**src/hdl/sbag_pkg.sv**
```systemverilog
// ----------------------------------------------------------------------------
// sbag_pkg
// Shared types, constants and helpers for the scaled blit address generator.
// ----------------------------------------------------------------------------
package sbag_pkg;

  localparam int MAX_DIM_DEF  = 4096;
  localparam int BPP_DEF      = 3;
  localparam int COORD_W      = 14;
  localparam int DIM_W        = 13;
  localparam int STRIDE_W     = 16;
  localparam int FMT_W        = 2;
  localparam int OFF_W        = 28;
  localparam int POS_W        = 14;
  localparam int PROD_W       = POS_W + STRIDE_W;
  localparam int QDEPTH       = 2;
  localparam int CFG_IDX_W    = 3;
  localparam int CFG_DATA_W   = 16;
  localparam int STATUS_W     = 3;
  localparam int IN_DATA_W    = 8 * COORD_W;
  localparam int OUT_DATA_W   = 2 * OFF_W;

  typedef logic signed [COORD_W-1:0] coord_t;

  typedef enum logic [STATUS_W-1:0] {
    ST_PAIR     = 3'd0,
    ST_STARTED  = 3'd1,
    ST_MISMATCH = 3'd2,
    ST_EMPTY    = 3'd3,
    ST_IDLE     = 3'd4
  } status_t;

  typedef enum logic [1:0] {
    K_STEP,
    K_MISMATCH,
    K_EMPTY,
    K_START
  } kind_t;

  typedef enum logic [CFG_IDX_W-1:0] {
    REG_SRC_WIDTH,
    REG_SRC_HEIGHT,
    REG_SRC_STRIDE,
    REG_SRC_FORMAT,
    REG_DST_WIDTH,
    REG_DST_HEIGHT,
    REG_DST_STRIDE,
    REG_DST_FORMAT
  } reg_idx_t;

  typedef enum logic [1:0] {
    B_IDLE,
    B_DIV,
    B_ADDR
  } bstate_t;

  typedef struct packed {
    logic [DIM_W-1:0]    src_width;
    logic [DIM_W-1:0]    src_height;
    logic [STRIDE_W-1:0] src_stride;
    logic [FMT_W-1:0]    src_format;
    logic [DIM_W-1:0]    dst_width;
    logic [DIM_W-1:0]    dst_height;
    logic [STRIDE_W-1:0] dst_stride;
    logic [FMT_W-1:0]    dst_format;
  } cfg_t;

  // classified command, rectangles already clamped
  typedef struct packed {
    kind_t  kind;
    logic   copy;
    logic   rows_rev;
    logic   cols_rev;
    coord_t sl;
    coord_t st;
    coord_t sr;
    coord_t sb;
    coord_t dl;
    coord_t dt;
    coord_t dr;
    coord_t db;
  } entry_t;

  function automatic logic [DIM_W:0] dim_of(input logic [DIM_W-1:0] r,
                                            input int unsigned max_dim);
    if ({1'b0, r} > max_dim) return (DIM_W+1)'(max_dim);
    return {1'b0, r};
  endfunction

  function automatic coord_t clamp_lo(input coord_t x);
    if (x < 0) return '0;
    return x;
  endfunction

  function automatic coord_t clamp_hi(input coord_t x, input logic [DIM_W:0] dim);
    if ($signed({x[COORD_W-1], x}) >= $signed({1'b0, dim}))
      return coord_t'(dim - (DIM_W+1)'(1));
    return x;
  endfunction

endpackage

```
**src/hdl/scaled_blit_address_generator.sv**
```systemverilog
// ----------------------------------------------------------------------------
// scaled_blit_address_generator
// Nearest-neighbor scaled blit: clamps rectangles, steps source and
// destination byte offsets per pixel.
// ----------------------------------------------------------------------------
//  channel  dir  handshake          payload
//  s_*      in   tvalid/tready      tdata: 8 corners, tuser: command, same_surface
//  m_*      out  tvalid/tready      tdata: src/dst offsets, tuser: status, tlast
//  cfg_*    in   cfg_valid/ready    cfg_index, cfg_data (always ready)
//
//  A pixel step passes through the back part as a multiply, then an add;
//  same-surface starts, rejected starts and idle steps finish in the idle
//  state. A scaling start holds the back part in its divide state while
//  two restoring dividers form the width and height ratios.
//  Reset restores the register defaults and leaves the block idle.
//  The 2-entry queue keeps the input accepting while results stall, until it fills.
// ----------------------------------------------------------------------------
module scaled_blit_address_generator #(
  parameter int MAX_DIM         = sbag_pkg::MAX_DIM_DEF,
  parameter int BYTES_PER_PIXEL = sbag_pkg::BPP_DEF
) (
  input  logic                              clk,
  input  logic                              rst,
  input  logic                              s_tvalid,
  output logic                              s_tready,
  // src_left, src_top, src_right, src_bottom, dst_left, dst_top, dst_right, dst_bottom
  input  logic [sbag_pkg::IN_DATA_W-1:0]    s_tdata,
  // command, same_surface
  input  logic [1:0]                        s_tuser,
  output logic                              m_tvalid,
  input  logic                              m_tready,
  // src_offset, dst_offset
  output logic [sbag_pkg::OUT_DATA_W-1:0]   m_tdata,
  // status
  output logic [sbag_pkg::STATUS_W-1:0]     m_tuser,
  output logic                              m_tlast,
  input  logic                              cfg_valid,
  output logic                              cfg_ready,
  input  logic [sbag_pkg::CFG_IDX_W-1:0]    cfg_index,
  input  logic [sbag_pkg::CFG_DATA_W-1:0]   cfg_data
);

  sbag_pkg::cfg_t   cfg;
  sbag_pkg::entry_t q_in, q_out;
  logic q_push, q_pop, q_full, q_empty;

  assign cfg_ready = 1'b1;

  always_ff @(posedge clk) begin
    if (rst) begin
      cfg.src_width  <= sbag_pkg::DIM_W'(640);
      cfg.src_height <= sbag_pkg::DIM_W'(480);
      cfg.src_stride <= sbag_pkg::STRIDE_W'(1920);
      cfg.src_format <= sbag_pkg::FMT_W'(2);
      cfg.dst_width  <= sbag_pkg::DIM_W'(640);
      cfg.dst_height <= sbag_pkg::DIM_W'(480);
      cfg.dst_stride <= sbag_pkg::STRIDE_W'(1920);
      cfg.dst_format <= sbag_pkg::FMT_W'(2);
    end else if (cfg_valid) begin
      case (sbag_pkg::reg_idx_t'(cfg_index))
        sbag_pkg::REG_SRC_WIDTH:  cfg.src_width  <= cfg_data[sbag_pkg::DIM_W-1:0];
        sbag_pkg::REG_SRC_HEIGHT: cfg.src_height <= cfg_data[sbag_pkg::DIM_W-1:0];
        sbag_pkg::REG_SRC_STRIDE: cfg.src_stride <= cfg_data;
        sbag_pkg::REG_SRC_FORMAT: cfg.src_format <= cfg_data[sbag_pkg::FMT_W-1:0];
        sbag_pkg::REG_DST_WIDTH:  cfg.dst_width  <= cfg_data[sbag_pkg::DIM_W-1:0];
        sbag_pkg::REG_DST_HEIGHT: cfg.dst_height <= cfg_data[sbag_pkg::DIM_W-1:0];
        sbag_pkg::REG_DST_STRIDE: cfg.dst_stride <= cfg_data;
        sbag_pkg::REG_DST_FORMAT: cfg.dst_format <= cfg_data[sbag_pkg::FMT_W-1:0];
        default: ;
      endcase
    end
  end

  sbag_front #(.MAX_DIM(MAX_DIM)) u_front (
    .s_tvalid(s_tvalid), .s_tready(s_tready), .s_tdata(s_tdata), .s_tuser(s_tuser),
    .cfg(cfg), .q_full(q_full), .q_push(q_push), .q_entry(q_in)
  );

  sbag_fifo #(.DEPTH(sbag_pkg::QDEPTH)) u_fifo (
    .clk(clk), .rst(rst), .push(q_push), .din(q_in), .full(q_full),
    .pop(q_pop), .empty(q_empty), .dout(q_out)
  );

  sbag_back #(.BYTES_PER_PIXEL(BYTES_PER_PIXEL)) u_back (
    .clk(clk), .rst(rst), .cfg(cfg), .q_empty(q_empty), .q_head(q_out), .q_pop(q_pop),
    .m_tvalid(m_tvalid), .m_tready(m_tready), .m_tdata(m_tdata), .m_tuser(m_tuser),
    .m_tlast(m_tlast)
  );

endmodule

```
**src/hdl/sbag_div.sv**
```systemverilog
// ----------------------------------------------------------------------------
// sbag_div
// Restoring divider, one quotient bit per cycle.
// ----------------------------------------------------------------------------
module sbag_div #(
  parameter int W = sbag_pkg::DIM_W
) (
  input  logic         clk,
  input  logic         rst,
  input  logic         start,
  input  logic [W-1:0] num,
  input  logic [W-1:0] den,
  output logic         busy,
  output logic [W-1:0] quo,
  output logic [W-1:0] rem
);

  localparam int CW = $clog2(W + 1);

  logic [W-1:0]  q;
  logic [W:0]    r;
  logic [W-1:0]  den_r;
  logic [CW-1:0] cnt;
  logic [W:0]    trial;
  logic          ge;

  assign trial = {r[W-1:0], q[W-1]};
  assign ge    = trial >= {1'b0, den_r};
  assign quo   = q;
  assign rem   = r[W-1:0];

  always_ff @(posedge clk) begin
    if (rst) begin
      busy <= 1'b0;
      cnt  <= '0;
    end else if (start) begin
      q     <= num;
      r     <= '0;
      den_r <= den;
      cnt   <= CW'(W);
      busy  <= 1'b1;
    end else if (busy) begin
      r   <= ge ? trial - {1'b0, den_r} : trial;
      q   <= {q[W-2:0], ge};
      cnt <= cnt - CW'(1);
      if (cnt == CW'(1)) busy <= 1'b0;
    end
  end

endmodule

```
**src/hdl/sbag_front.sv**
```systemverilog
// ----------------------------------------------------------------------------
// sbag_front
// Accepts commands, clamps both rectangles and classifies start commands.
// ----------------------------------------------------------------------------
module sbag_front #(
  parameter int MAX_DIM = sbag_pkg::MAX_DIM_DEF
) (
  input  logic                           s_tvalid,
  output logic                           s_tready,
  input  logic [sbag_pkg::IN_DATA_W-1:0] s_tdata,
  input  logic [1:0]                     s_tuser,
  input  sbag_pkg::cfg_t                 cfg,
  input  logic                           q_full,
  output logic                           q_push,
  output sbag_pkg::entry_t               q_entry
);

  localparam int CW = sbag_pkg::COORD_W;

  logic [sbag_pkg::DIM_W:0] sw, sh, dw, dh;
  sbag_pkg::coord_t sl, st, sr, sb, dl, dt, dr, db;
  logic mismatch, empty_s, empty_d, copy;

  assign s_tready = !q_full;
  assign q_push   = s_tvalid && !q_full;

  always_comb begin
    sw = sbag_pkg::dim_of(cfg.src_width, MAX_DIM);
    sh = sbag_pkg::dim_of(cfg.src_height, MAX_DIM);
    dw = sbag_pkg::dim_of(cfg.dst_width, MAX_DIM);
    dh = sbag_pkg::dim_of(cfg.dst_height, MAX_DIM);
    sl = sbag_pkg::clamp_lo(s_tdata[0*CW +: CW]);
    st = sbag_pkg::clamp_lo(s_tdata[1*CW +: CW]);
    sr = sbag_pkg::clamp_hi(s_tdata[2*CW +: CW], sw);
    sb = sbag_pkg::clamp_hi(s_tdata[3*CW +: CW], sh);
    dl = sbag_pkg::clamp_lo(s_tdata[4*CW +: CW]);
    dt = sbag_pkg::clamp_lo(s_tdata[5*CW +: CW]);
    dr = sbag_pkg::clamp_hi(s_tdata[6*CW +: CW], dw);
    db = sbag_pkg::clamp_hi(s_tdata[7*CW +: CW], dh);
    mismatch = cfg.src_format != cfg.dst_format;
    empty_s  = (sl > sr) || (st > sb);
    empty_d  = (dl > dr) || (dt > db);
    copy     = s_tuser[1];

    q_entry.copy     = copy;
    // same-surface overlap direction
    q_entry.rows_rev = copy && (dt > st) && (dt < sb);
    q_entry.cols_rev = copy && (dl > sl);
    q_entry.sl = sl;
    q_entry.st = st;
    q_entry.sr = sr;
    q_entry.sb = sb;
    q_entry.dl = dl;
    q_entry.dt = dt;
    q_entry.dr = dr;
    q_entry.db = db;
    if (s_tuser[0]) begin
      q_entry.kind = sbag_pkg::K_STEP;
    end else if (mismatch) begin
      q_entry.kind = sbag_pkg::K_MISMATCH;
    end else if (empty_s || (!copy && empty_d)) begin
      q_entry.kind = sbag_pkg::K_EMPTY;
    end else begin
      q_entry.kind = sbag_pkg::K_START;
    end
  end

endmodule

```
**src/hdl/sbag_fifo.sv**
```systemverilog
// ----------------------------------------------------------------------------
// sbag_fifo
// Short command queue between front and back.
// ----------------------------------------------------------------------------
module sbag_fifo #(
  parameter int DEPTH = sbag_pkg::QDEPTH
) (
  input  logic             clk,
  input  logic             rst,
  input  logic             push,
  input  sbag_pkg::entry_t din,
  output logic             full,
  input  logic             pop,
  output logic             empty,
  output sbag_pkg::entry_t dout
);

  localparam int AW = $clog2(DEPTH);
  localparam int NW = $clog2(DEPTH + 1);

  sbag_pkg::entry_t mem [DEPTH];
  logic [AW-1:0] wptr, rptr;
  logic [NW-1:0] count;

  assign full  = count == NW'(DEPTH);
  assign empty = count == '0;
  assign dout  = mem[rptr];

  always_ff @(posedge clk) begin
    if (push) mem[wptr] <= din;
  end

  always_ff @(posedge clk) begin
    if (rst) begin
      wptr  <= '0;
      rptr  <= '0;
      count <= '0;
    end else begin
      if (push) wptr <= (wptr == AW'(DEPTH - 1)) ? '0 : wptr + AW'(1);
      if (pop)  rptr <= (rptr == AW'(DEPTH - 1)) ? '0 : rptr + AW'(1);
      if (push && !pop) count <= count + NW'(1);
      else if (pop && !push) count <= count - NW'(1);
    end
  end

endmodule

```
**src/hdl/sbag_back.sv**
```systemverilog
// ----------------------------------------------------------------------------
// sbag_back
// Runs blits: start setup with ratio divides, Bresenham stepping, offsets.
// ----------------------------------------------------------------------------
module sbag_back #(
  parameter int BYTES_PER_PIXEL = sbag_pkg::BPP_DEF
) (
  input  logic                            clk,
  input  logic                            rst,
  input  sbag_pkg::cfg_t                  cfg,
  input  logic                            q_empty,
  input  sbag_pkg::entry_t                q_head,
  output logic                            q_pop,
  output logic                            m_tvalid,
  input  logic                            m_tready,
  output logic [sbag_pkg::OUT_DATA_W-1:0] m_tdata,
  output logic [sbag_pkg::STATUS_W-1:0]   m_tuser,
  output logic                            m_tlast
);

  localparam int PW = sbag_pkg::POS_W;
  localparam int DW = sbag_pkg::DIM_W;
  localparam int XW = sbag_pkg::PROD_W;
  localparam int OW = sbag_pkg::OFF_W;

  sbag_pkg::bstate_t state, state_next;
  logic out_free, div_start, h_busy, v_busy;
  logic active, copy, rrev, crev;
  sbag_pkg::coord_t c_sl, c_st, c_sr, c_sb, c_dl, c_dt, c_dr, c_db;
  logic [PW-1:0] dcol, drow, scol, srow;
  logic [DW-1:0] he, ve, dw, dh, qh, rh, qv, rv;
  logic signed [PW:0] sw_w, sh_w, dw_w, dh_w;

  logic [PW-1:0] sl_u, st_u, sr_u, sb_u, dl_u, dt_u, dr_u, db_u;
  logic [PW-1:0] row_start, row_end, last_row, cp_dc, cp_dr, rd, cd;
  logic [PW:0]   cp_dc_w, cp_dr_w;
  logic [DW:0]   hsum, vsum;
  logic          hcarry, vcarry, fin;
  logic [sbag_pkg::STRIDE_W-1:0] stride_s;
  logic [XW-1:0] mul_s, mul_d;

  logic [XW-1:0] prod_s, prod_d;
  logic [PW-1:0] col_s, col_d;
  logic          fin_r;
  logic [XW-1:0] off_s, off_d;

  assign out_free = !m_tvalid || m_tready;

  // start-time ratio sizes from the queue head
  assign sw_w = q_head.sr - q_head.sl + (PW+1)'(1);
  assign sh_w = q_head.sb - q_head.st + (PW+1)'(1);
  assign dw_w = q_head.dr - q_head.dl + (PW+1)'(1);
  assign dh_w = q_head.db - q_head.dt + (PW+1)'(1);

  sbag_div #(.W(DW)) u_hdiv (
    .clk(clk), .rst(rst), .start(div_start),
    .num(DW'(sw_w)), .den(DW'(dw_w)),
    .busy(h_busy), .quo(qh), .rem(rh)
  );

  sbag_div #(.W(DW)) u_vdiv (
    .clk(clk), .rst(rst), .start(div_start),
    .num(DW'(sh_w)), .den(DW'(dh_w)),
    .busy(v_busy), .quo(qv), .rem(rv)
  );

  always_comb begin
    state_next = state;
    q_pop      = 1'b0;
    div_start  = 1'b0;
    case (state)
      sbag_pkg::B_IDLE: begin
        if (!q_empty && out_free) begin
          q_pop = 1'b1;
          if (q_head.kind == sbag_pkg::K_STEP && active) begin
            state_next = sbag_pkg::B_ADDR;
          end else if (q_head.kind == sbag_pkg::K_START && !q_head.copy) begin
            div_start  = 1'b1;
            state_next = sbag_pkg::B_DIV;
          end
        end
      end
      sbag_pkg::B_DIV: begin
        if (!h_busy && !v_busy) state_next = sbag_pkg::B_IDLE;
      end
      sbag_pkg::B_ADDR: begin
        state_next = sbag_pkg::B_IDLE;
      end
      default: begin
        state_next = sbag_pkg::B_IDLE;
      end
    endcase
  end

  // clamped corners are non-negative wherever a running blit reads them
  always_comb begin
    sl_u = c_sl;
    st_u = c_st;
    sr_u = c_sr;
    sb_u = c_sb;
    dl_u = c_dl;
    dt_u = c_dt;
    dr_u = c_dr;
    db_u = c_db;
    row_start = crev ? sr_u : sl_u;
    row_end   = crev ? sl_u : sr_u;
    last_row  = rrev ? st_u : sb_u;
    cp_dc_w   = {1'b0, dl_u} + {1'b0, scol} - {1'b0, sl_u};
    cp_dr_w   = {1'b0, dt_u} + {1'b0, srow} - {1'b0, st_u};
    cp_dc     = cp_dc_w[PW-1:0];
    cp_dr     = cp_dr_w[PW-1:0];
    hsum      = {1'b0, he} + {1'b0, rh};
    vsum      = {1'b0, ve} + {1'b0, rv};
    hcarry    = hsum >= {1'b0, dw};
    vcarry    = vsum >= {1'b0, dh};
    fin       = copy ? (scol == row_end && srow == last_row)
                     : (dcol == dr_u && drow == db_u);
    rd        = copy ? cp_dr : drow;
    cd        = copy ? cp_dc : dcol;
    stride_s  = copy ? cfg.dst_stride : cfg.src_stride;
    mul_s     = srow * stride_s;
    mul_d     = rd * cfg.dst_stride;
    off_s     = prod_s + XW'(col_s) * XW'(BYTES_PER_PIXEL);
    off_d     = prod_d + XW'(col_d) * XW'(BYTES_PER_PIXEL);
  end

  always_ff @(posedge clk) begin
    if (rst) begin
      state    <= sbag_pkg::B_IDLE;
      active   <= 1'b0;
      copy     <= 1'b0;
      rrev     <= 1'b0;
      crev     <= 1'b0;
      m_tvalid <= 1'b0;
    end else begin
      state <= state_next;
      if (m_tvalid && m_tready) m_tvalid <= 1'b0;

      if (q_pop) begin
        case (q_head.kind)
          sbag_pkg::K_MISMATCH, sbag_pkg::K_EMPTY: begin
            active   <= 1'b0;
            m_tvalid <= 1'b1;
            m_tuser  <= (q_head.kind == sbag_pkg::K_MISMATCH) ? sbag_pkg::ST_MISMATCH
                                                              : sbag_pkg::ST_EMPTY;
            m_tdata  <= '0;
            m_tlast  <= 1'b0;
          end
          sbag_pkg::K_START: begin
            active <= 1'b1;
            copy   <= q_head.copy;
            rrev   <= q_head.rows_rev;
            crev   <= q_head.cols_rev;
            c_sl <= q_head.sl;
            c_st <= q_head.st;
            c_sr <= q_head.sr;
            c_sb <= q_head.sb;
            c_dl <= q_head.dl;
            c_dt <= q_head.dt;
            c_dr <= q_head.dr;
            c_db <= q_head.db;
            he <= '0;
            ve <= '0;
            dw <= DW'(dw_w);
            dh <= DW'(dh_w);
            if (q_head.copy) begin
              srow <= q_head.rows_rev ? q_head.sb : q_head.st;
              scol <= q_head.cols_rev ? q_head.sr : q_head.sl;
            end else begin
              srow <= q_head.st;
              scol <= q_head.sl;
              drow <= q_head.dt;
              dcol <= q_head.dl;
            end
            m_tvalid <= 1'b1;
            m_tuser  <= sbag_pkg::ST_STARTED;
            m_tdata  <= '0;
            m_tlast  <= 1'b0;
          end
          sbag_pkg::K_STEP: begin
            if (!active) begin
              m_tvalid <= 1'b1;
              m_tuser  <= sbag_pkg::ST_IDLE;
              m_tdata  <= '0;
              m_tlast  <= 1'b0;
            end else begin
              prod_s <= mul_s;
              prod_d <= mul_d;
              col_s  <= scol;
              col_d  <= cd;
              fin_r  <= fin;
              if (fin) begin
                active <= 1'b0;
              end else if (copy) begin
                if (scol == row_end) begin
                  scol <= row_start;
                  srow <= rrev ? srow - PW'(1) : srow + PW'(1);
                end else begin
                  scol <= crev ? scol - PW'(1) : scol + PW'(1);
                end
              end else if (dcol == dr_u) begin
                dcol <= dl_u;
                drow <= drow + PW'(1);
                scol <= sl_u;
                he   <= '0;
                ve   <= vcarry ? DW'(vsum - {1'b0, dh}) : DW'(vsum);
                srow <= srow + PW'(qv) + PW'(vcarry);
              end else begin
                dcol <= dcol + PW'(1);
                he   <= hcarry ? DW'(hsum - {1'b0, dw}) : DW'(hsum);
                scol <= scol + PW'(qh) + PW'(hcarry);
              end
            end
          end
          default: ;
        endcase
      end

      if (state == sbag_pkg::B_ADDR) begin
        m_tvalid <= 1'b1;
        m_tuser  <= sbag_pkg::ST_PAIR;
        m_tdata  <= {off_d[OW-1:0], off_s[OW-1:0]};
        m_tlast  <= fin_r;
      end
    end
  end

endmodule

```
**config.mk**
```make
export PLATFORM = sky130hd
export DESIGN_NAME = scaled_blit_address_generator
export DESIGN_NICKNAME = d
export VERILOG_FILES = /design/src/hdl/sbag_pkg.sv /design/src/hdl/scaled_blit_address_generator.sv /design/src/hdl/sbag_div.sv /design/src/hdl/sbag_front.sv /design/src/hdl/sbag_fifo.sv /design/src/hdl/sbag_back.sv
export SDC_FILE = /design/constraint.sdc
export NUM_CORES = 2
export LEC_CHECK = 0
export ABC_AREA = 1
export BUFFER_PORTS_ARGS = -buffer_cell sky130_fd_sc_hd__buf_2
export CAP_MARGIN = 40
export CORE_MARGIN = 5
export CORE_UTILIZATION = 62
export CTS_BUF_LIST = sky130_fd_sc_hd__clkbuf_2 sky130_fd_sc_hd__clkbuf_4 sky130_fd_sc_hd__clkbuf_8
export DETAILED_ROUTE_END_ITERATION = 8
export PLACE_DENSITY = 0.77
export SLEW_MARGIN = 20
export SYNTH_ARGS = -nofsm -noshare
export SYNTH_HDL_FRONTEND = slang
export SYNTH_SLANG_ARGS = --single-unit
```
**constraint.sdc**
```tcl
create_clock -name clk -period 9.5 [get_ports clk]
set_clock_uncertainty 0.2 [all_clocks]
set_input_delay 0.95 -clock clk [delete_from_list [all_inputs] [get_ports clk]]
set_output_delay 0.95 -clock clk [all_outputs]
set_load 0.01 [all_outputs]
```
# --- Word-level counts from Yosys, hierarchy flattened ---
# Memories as Yosys holds them, arrays and structs flattened. A register that Yosys moved wholly into a read port is not among the register bits.
# Index checks and enable logic that the tools add are counted.
op_classes:
  addsub: 40
  n_mul: 4
  order_cmp: 23
  eq_ne: 31
  mux: 145
  n_bitwise: 1
  reduce_logical: 61
op_table:
  columns: ["operator", "n"]
  rows:
  - ["$mux 14", 55]
  - ["$mux 13", 18]
  - ["$mux 56", 3]
  - ["$pmux 14 s2", 4]
  - ["$pmux 56 s2", 1]
  - ["$sub 13x13->13", 8]
  - ["$gt 14x14->1", 6]
  - ["$sub 14x1->14 const B", 6]
  - ["$ge 14x15->1", 4]
  - ["$add 14x1->14 const B", 4]
  - ["$add 28x16->28", 2]
  - ["$eq 14x14->1", 4]
  - ["$ge 14x13->1", 4]
  - ["$lt 14x1->1 const B", 4]
  - ["$mul 14x16->28", 2]
  - ["$add 13x2->13 const B", 4]
  - ["$gt 13x13->1 const B", 4]
  - ["$pmux 13 s2", 2]
  - ["$mux 1", 42]
  - ["$mul 14x2->16 const B", 2]
  - ["$add 13x13->14", 2]
  - ["$add 14x1->14", 2]
  - ["$add 14x13->14", 2]
  - ["$add 14x14->14", 2]
  - ["42 further kinds", 118]
word_totals:
  register_bits: 552
  ram_bits: 234
  input_bits: 138
  out_inout_bits: 63
  n_memories: 1
memory_table:
  columns: ["name", "words", "width", "read_ports", "rd_clocked_by_memory_dff", "wr", "line", "text"]
  rows:
  - ["u_fifo.mem", 2, 117, 1, 1, 1, "sbag_fifo.sv:21", "sbag_pkg::entry_t mem [DEPTH];"]

# --- Logic depth before layout (Yosys ltp) ---
logic_depth:
  ltp_word: 13
  ltp_mapped: 39
  ltp_nobuf: 38

# --- Cells and area by module ---
# From an unflattened synthesis, not the netlist that was laid out.
unflattened:
  hier_cells: 7567
  hier_area_um2: 65436.5
modules_own_cells:
  columns: ["mod", "n_inst", "cells_per_inst", "area_per_inst_um2", "seq_area_each_um2"]
  rows:
  - ["sbag_back", 1, 4881, 41343.4, 11100.6]
  - ["sbag_fifo", 1, 397, 8779.7, 7126.8]
  - ["sbag_front", 1, 1120, 6301.0, 0.0]
  - ["sbag_div", 2, 338, 2753.9, 1271.2]
  - ["scaled_blit_address_generator", 1, 493, 3504.6, 1761.7]

# --- Worst setup path after synthesis ---
# Ideal clock, no wire load.
synth_timing:
  kind: "reg-to-reg"
  from: "reg (tool-made name)"
  to: "reg u_back.c_db[0] (enable)"
  setup_ns: 0.628
  t_arrival_ns: 7.514
  required_ns: 8.672
  setup_slack_ns: 1.157
  stages_incl_launch_ff: 13
  n_path_buf: 5
  path_cell_list: "dfxtp_1 buf_4 buf_2 clkbuf_1 buf_2 buf_2 o21ai_0 inv_1 ha_1 inv_1 nor2_2 inv_1 nor2_1"
synth_rtl:
  columns: ["element", "line", "text"]
  rows:
  - ["end signal, assigned", "sbag_back.sv:161", "c_db <= q_head.db;"]
  - ["end, declared", "sbag_back.sv:29", "sbag_pkg::coord_t c_sl, c_st, c_sr, c_sb, c_dl, c_dt, c_dr, c_db;"]

# --- Worst setup path after layout ---
layout_timing:
  from: "reg u_back.srow[1]"
  to: "reg u_back.prod_d[24], data pin"
layout_between:
  elab_chain_cells: 4
layout_rtl:
  columns: ["element", "line", "text"]
  rows:
  - ["start, declared", "sbag_back.sv:30", "logic [PW-1:0] dcol, drow, scol, srow;"]
  - ["start signal, assigned", "sbag_back.sv:167", "srow <= q_head.rows_rev ? q_head.sb : q_head.st;"]
  - ["start signal, assigned", "sbag_back.sv:170", "srow <= q_head.st;"]
  - ["start signal, assigned", "sbag_back.sv:197", "srow <= rrev ? srow - PW'(1) : srow + PW'(1);"]
  - ["$add 14x14->14", "sbag_back.sv:109", "cp_dr_w = {1'b0, dt_u} + {1'b0, srow} - {1'b0, st_u};"]
  - ["$sub 14x14->14", "sbag_back.sv:109", null]
  - ["$mux 14", "sbag_back.sv:118", "rd = copy ? cp_dr : drow;"]
  - ["$mul 14x16->28", "sbag_back.sv:122", "mul_d = rd * cfg.dst_stride;"]
  - ["named net u_back.mul_d[24]", "sbag_back.sv:40", "logic [XW-1:0] mul_s, mul_d;"]
  - ["end signal, assigned", "sbag_back.sv:188", "prod_d <= mul_d;"]
  - ["end, declared", "sbag_back.sv:42", "logic [XW-1:0] prod_s, prod_d;"]
# The timed path passes the listed nets, and every way through them passes these cells.
# A chain may end at the register's enable or synchronous reset.

==> qor.yml <==
layout:
  post_route_cells_drive_above_1_share_pct: 8.825
  syn_to_final_growth_pct: 8.811
  nets: 8578
status:
  status: "finished clean"
cts:
  cts_tree: "built"
  post_cts_buffers: 0
  cts_root_buffer: "clkbuf_8"
  cts_resized: 0
  numCtsBuffers: 137
  cts_hold_buffers: 0
  clock_sinks: 775
  insertion_delay_ps: 840
  clk_pin_slew_ps: 70
  cts_max_level: 4
  cts_buffer_depth: 3
worst_setup_path:
  timing.reg2reg.setup_slack_ps: 790
  worst-path-max-fanout: 9
  crit_start: "u_back.srow[1]$_DFFE_PP_"
  r2r-start: "u_back.srow[1]$_DFFE_PP_"
  ff2ff_path_depth: 30
  required_ps: 9860
  crit_path_frequent_cell: "fa_1"
  arrival_ps: 9070
  setup.worst_path.class: "reg -> reg"
  cp-start-kind: "flop"
  critPathTopFamily: "adder cells"
  worstSetupEndpoint: "u_back.prod_d[24]$_DFFE_PP_"
  cp_slowest_cell: "fa_1"
  path_depth: 30
  cp_slowest_stage_delay_ps: 540
  worstReg2RegEnd: "u_back.prod_d[24]$_DFFE_PP_"
  crit_buf_inv: 5
  cp-end-kind: "flop"
logic_synthesis:
  synthCells: 7189
  synth_seq_area_share_pct: 35.39
  synth_nets: 8326
  syn-mean-instance-area_sq_um: 8.715
  synth_warnings: 0
  synth.distinct_cells: 57
  ys.flop_type: "edfxtp_1"
  synth_edf_count: 665
  synth.ff_latch_count: 775
  netlist_area_sq_mm: 0.06265
  synthArstFlopShare_pct: 0
routing:
  drc_errors: 0
  drt-vias-per-instance: 5.831
  num_vias: 51585
  routedWlPerCell_um: 20.70
  drt_iter0_drc: 5373
  dr.pass1.iters: 8
  wirelength_um: 183100
  ant_nets: 0
timing:
  fin_crit_ps: 8714
  slew_headroom_pct: 36.18
  clock.fmax_mhz: 114.8
  worst_slew_pin_slew_ps: 947.2
  slew_violations: 0
  setup_tns_ps: 0
  finalCritPeriodShare_pct: 91.72
  rsz0062_at_grt: "no"
  hold_violations: 0
  setup_viol: 0
grt:
  grt_pass1_vias: 49519
  antenna_found_initial: 4
  grt_use_total_pct: 33.81
  grt_max_degree: 74
  grt_first_pass_wirelength_um: 281100
  grt-ovfl-total: 0
placed_design:
  place_congestion: 0.9917
  hpwl_um: 144300
  portBuffers: 199
die:
  die-width_um: 327.9
  initial_core_util_pct: 62.56
  die_h_um: 327.9
  rows: 116
  pin_count: 201
  design.core.area_sq_mm: 0.1001
  dieArea_sq_mm: 0.1075
hold_path:
  hold_path.class: "in -> reg"
job:
  drv_cap: 0
[how the worst min path moves through the flow]
stage / from / to / slack [ps] / cells after the start
after floorplan: cfg[53]$_SDFFE_PP1P_ / cfg[53]$_SDFFE_PP1P_ / 230 / 2
after CTS: cfg_data[15] / cfg[61]$_SDFFE_PP0P_ / 150 / 3
final: cfg_data[15] / cfg[61]$_SDFFE_PP0P_ / 240 / 3
after global placement: cfg[54]$_SDFFE_PP1P_ / cfg[54]$_SDFFE_PP1P_ / 250 / 2
after detailed placement: cfg[72]$_SDFFE_PP0P_ / cfg[72]$_SDFFE_PP0P_ / 270 / 2
after global routing: cfg_data[15] / cfg[61]$_SDFFE_PP0P_ / 210 / 3
[per-layer routing]
| metal | vias to the layer above | wire length (um) | global-route usage [%] |
|---|---|---|---|
| li1 | 24166 | - | - |
| met1 | 24512 | 77470 | 49.10 |
| met2 | 2513 | 79000 | 51.29 |
| met3 | 390 | 18680 | 5.872 |
| met4 | 4 | 7904 | 12.82 |
| met5 | - | 25 | 0 |
[layout by cell type, fill, tap and decap left out, drive strengths merged, types with 68 or more instances in the layout]
| cell | netlist | final |
|---|---|---|
| nand2 | 1416 | 1416 |
| inv | 1162 | 1173 |
| edfxtp | 665 | 665 |
| ha | 601 | 601 |
| nor2 | 553 | 553 |
| o21ai | 538 | 538 |
| a21oi | 509 | 509 |
| fa | 398 | 398 |
| buf | 53 | 295 |
| nand3 | 265 | 265 |
| clkbuf | 129 | 179 |
| xor2 | 177 | 177 |
| dfxtp | 110 | 110 |
| or2 | 109 | 109 |
| xnor2 | 89 | 89 |
| nor3 | 68 | 68 |
[layout make-up]
type / instances / area [sq um]
multi-input combinational: 5051 / 35340
inverter: 1181 / 4433
antenna: 1 / 2.502
sequential: 775 / 22180
timing repair buffer: 295 / 1815
tap: 1298 / 1624
clock inverter: 66 / 534.3
fill: 8144 / 31980
clock buffer: 179 / 2245
[sequential cells by signal (all words and copies together) (netlist names), 14 cells and up, named ones only]
signal          count
u_fifo.mem        226
cfg                88
u_back.m_tdata     56
u_back.prod_d      28
u_back.prod_s      28
u_back.c_db        14
u_back.c_dr        14
u_back.c_sb        14
u_back.c_sr        14
u_back.col_d       14
u_back.col_s       14
u_back.dcol        14
u_back.drow        14
u_back.scol        14
u_back.srow        14
[synthesized netlist by cell type, types with 8 or more instances]
library cell / n / area, sq um
a211oi_1: 11 / 82.58
a21o_1: 26 / 195.2
a21oi_1: 506 / 2532
a31oi_1: 39 / 244.0
buf_1: 10 / 37.54
buf_2: 31 / 155.2
buf_4: 8 / 60.06
clkbuf_1: 129 / 484.2
clkinv_1: 19 / 71.32
dfxtp_1: 110 / 2202
edfxtp_1: 665 / 19970
fa_1: 398 / 7968
ha_1: 601 / 7520
inv_1: 1159 / 4350
mux2i_1: 14 / 140.1
nand2_1: 1409 / 5289
nand3_1: 262 / 1311
nand3b_1: 9 / 67.56
nand4_1: 62 / 387.9
nor2_1: 548 / 2057
nor3_1: 66 / 330.3
nor4_1: 15 / 93.84
o2111ai_1: 8 / 70.07
o211ai_1: 29 / 217.7
o21a_1: 25 / 187.7
o21ai_0: 509 / 2547
o21ai_1: 24 / 120.1
o21bai_1: 22 / 165.2
o22ai_1: 14 / 87.58
o31ai_1: 13 / 97.59
or2_2: 107 / 669.4
xnor2_1: 89 / 779.5
xor2_1: 177 / 1550
[metrics by stage]
| step | worst slack, ps | std cells | hold slack (ps) | cell area, sq um | utilization, % |
|---|---|---|---|---|---|
| floorplan | 1157 | 7189 | 230.9 | 62650 | - |
| global placement | 1049 | 8561 | 253.8 | 65000 | 64.90 |
| detailed placement | 839.4 | 8593 | 265.8 | 65330 | 65.23 |
| CTS | 829.9 | 8838 | 148.2 | 68110 | 68.01 |
| global route | 453.1 | 8846 | 212.0 | 68170 | 68.07 |
| finish | 786.4 | 8846 | 240.2 | 68170 | 68.07 |
[kinds of logic (layout without fill, tap and decap cells)]
logic type	after synthesis	after routing	synth area share, %
and+or+nand+nor	2506	2506	16.62
buffers and inverters	1363	1721	8.324
AOI/OAI and AO/OA	1265	1265	11.00
adders and majority gates	999	999	24.72
DFF	775	775	35.39
xor gates and xnor gates	266	266	3.719
muxes	14	14	0.2237
other	1	2	0.005986
[worst register-to-register path, delay by kind of cell (launching register included)]
kind	cells	cell delay (ps)
buffers and inverters	5	810
AND/OR/NAND/NOR	10	1480
flip-flops	1	460
XOR/XNOR	2	360
adder cells (fa/ha/maj)	9	4110
AO/OA/AOI/OAI	4	1050
Power is left out: the tool's default activity adds up to more than one toggle a clock period on the data nets, which glitch-free logic cannot reach.
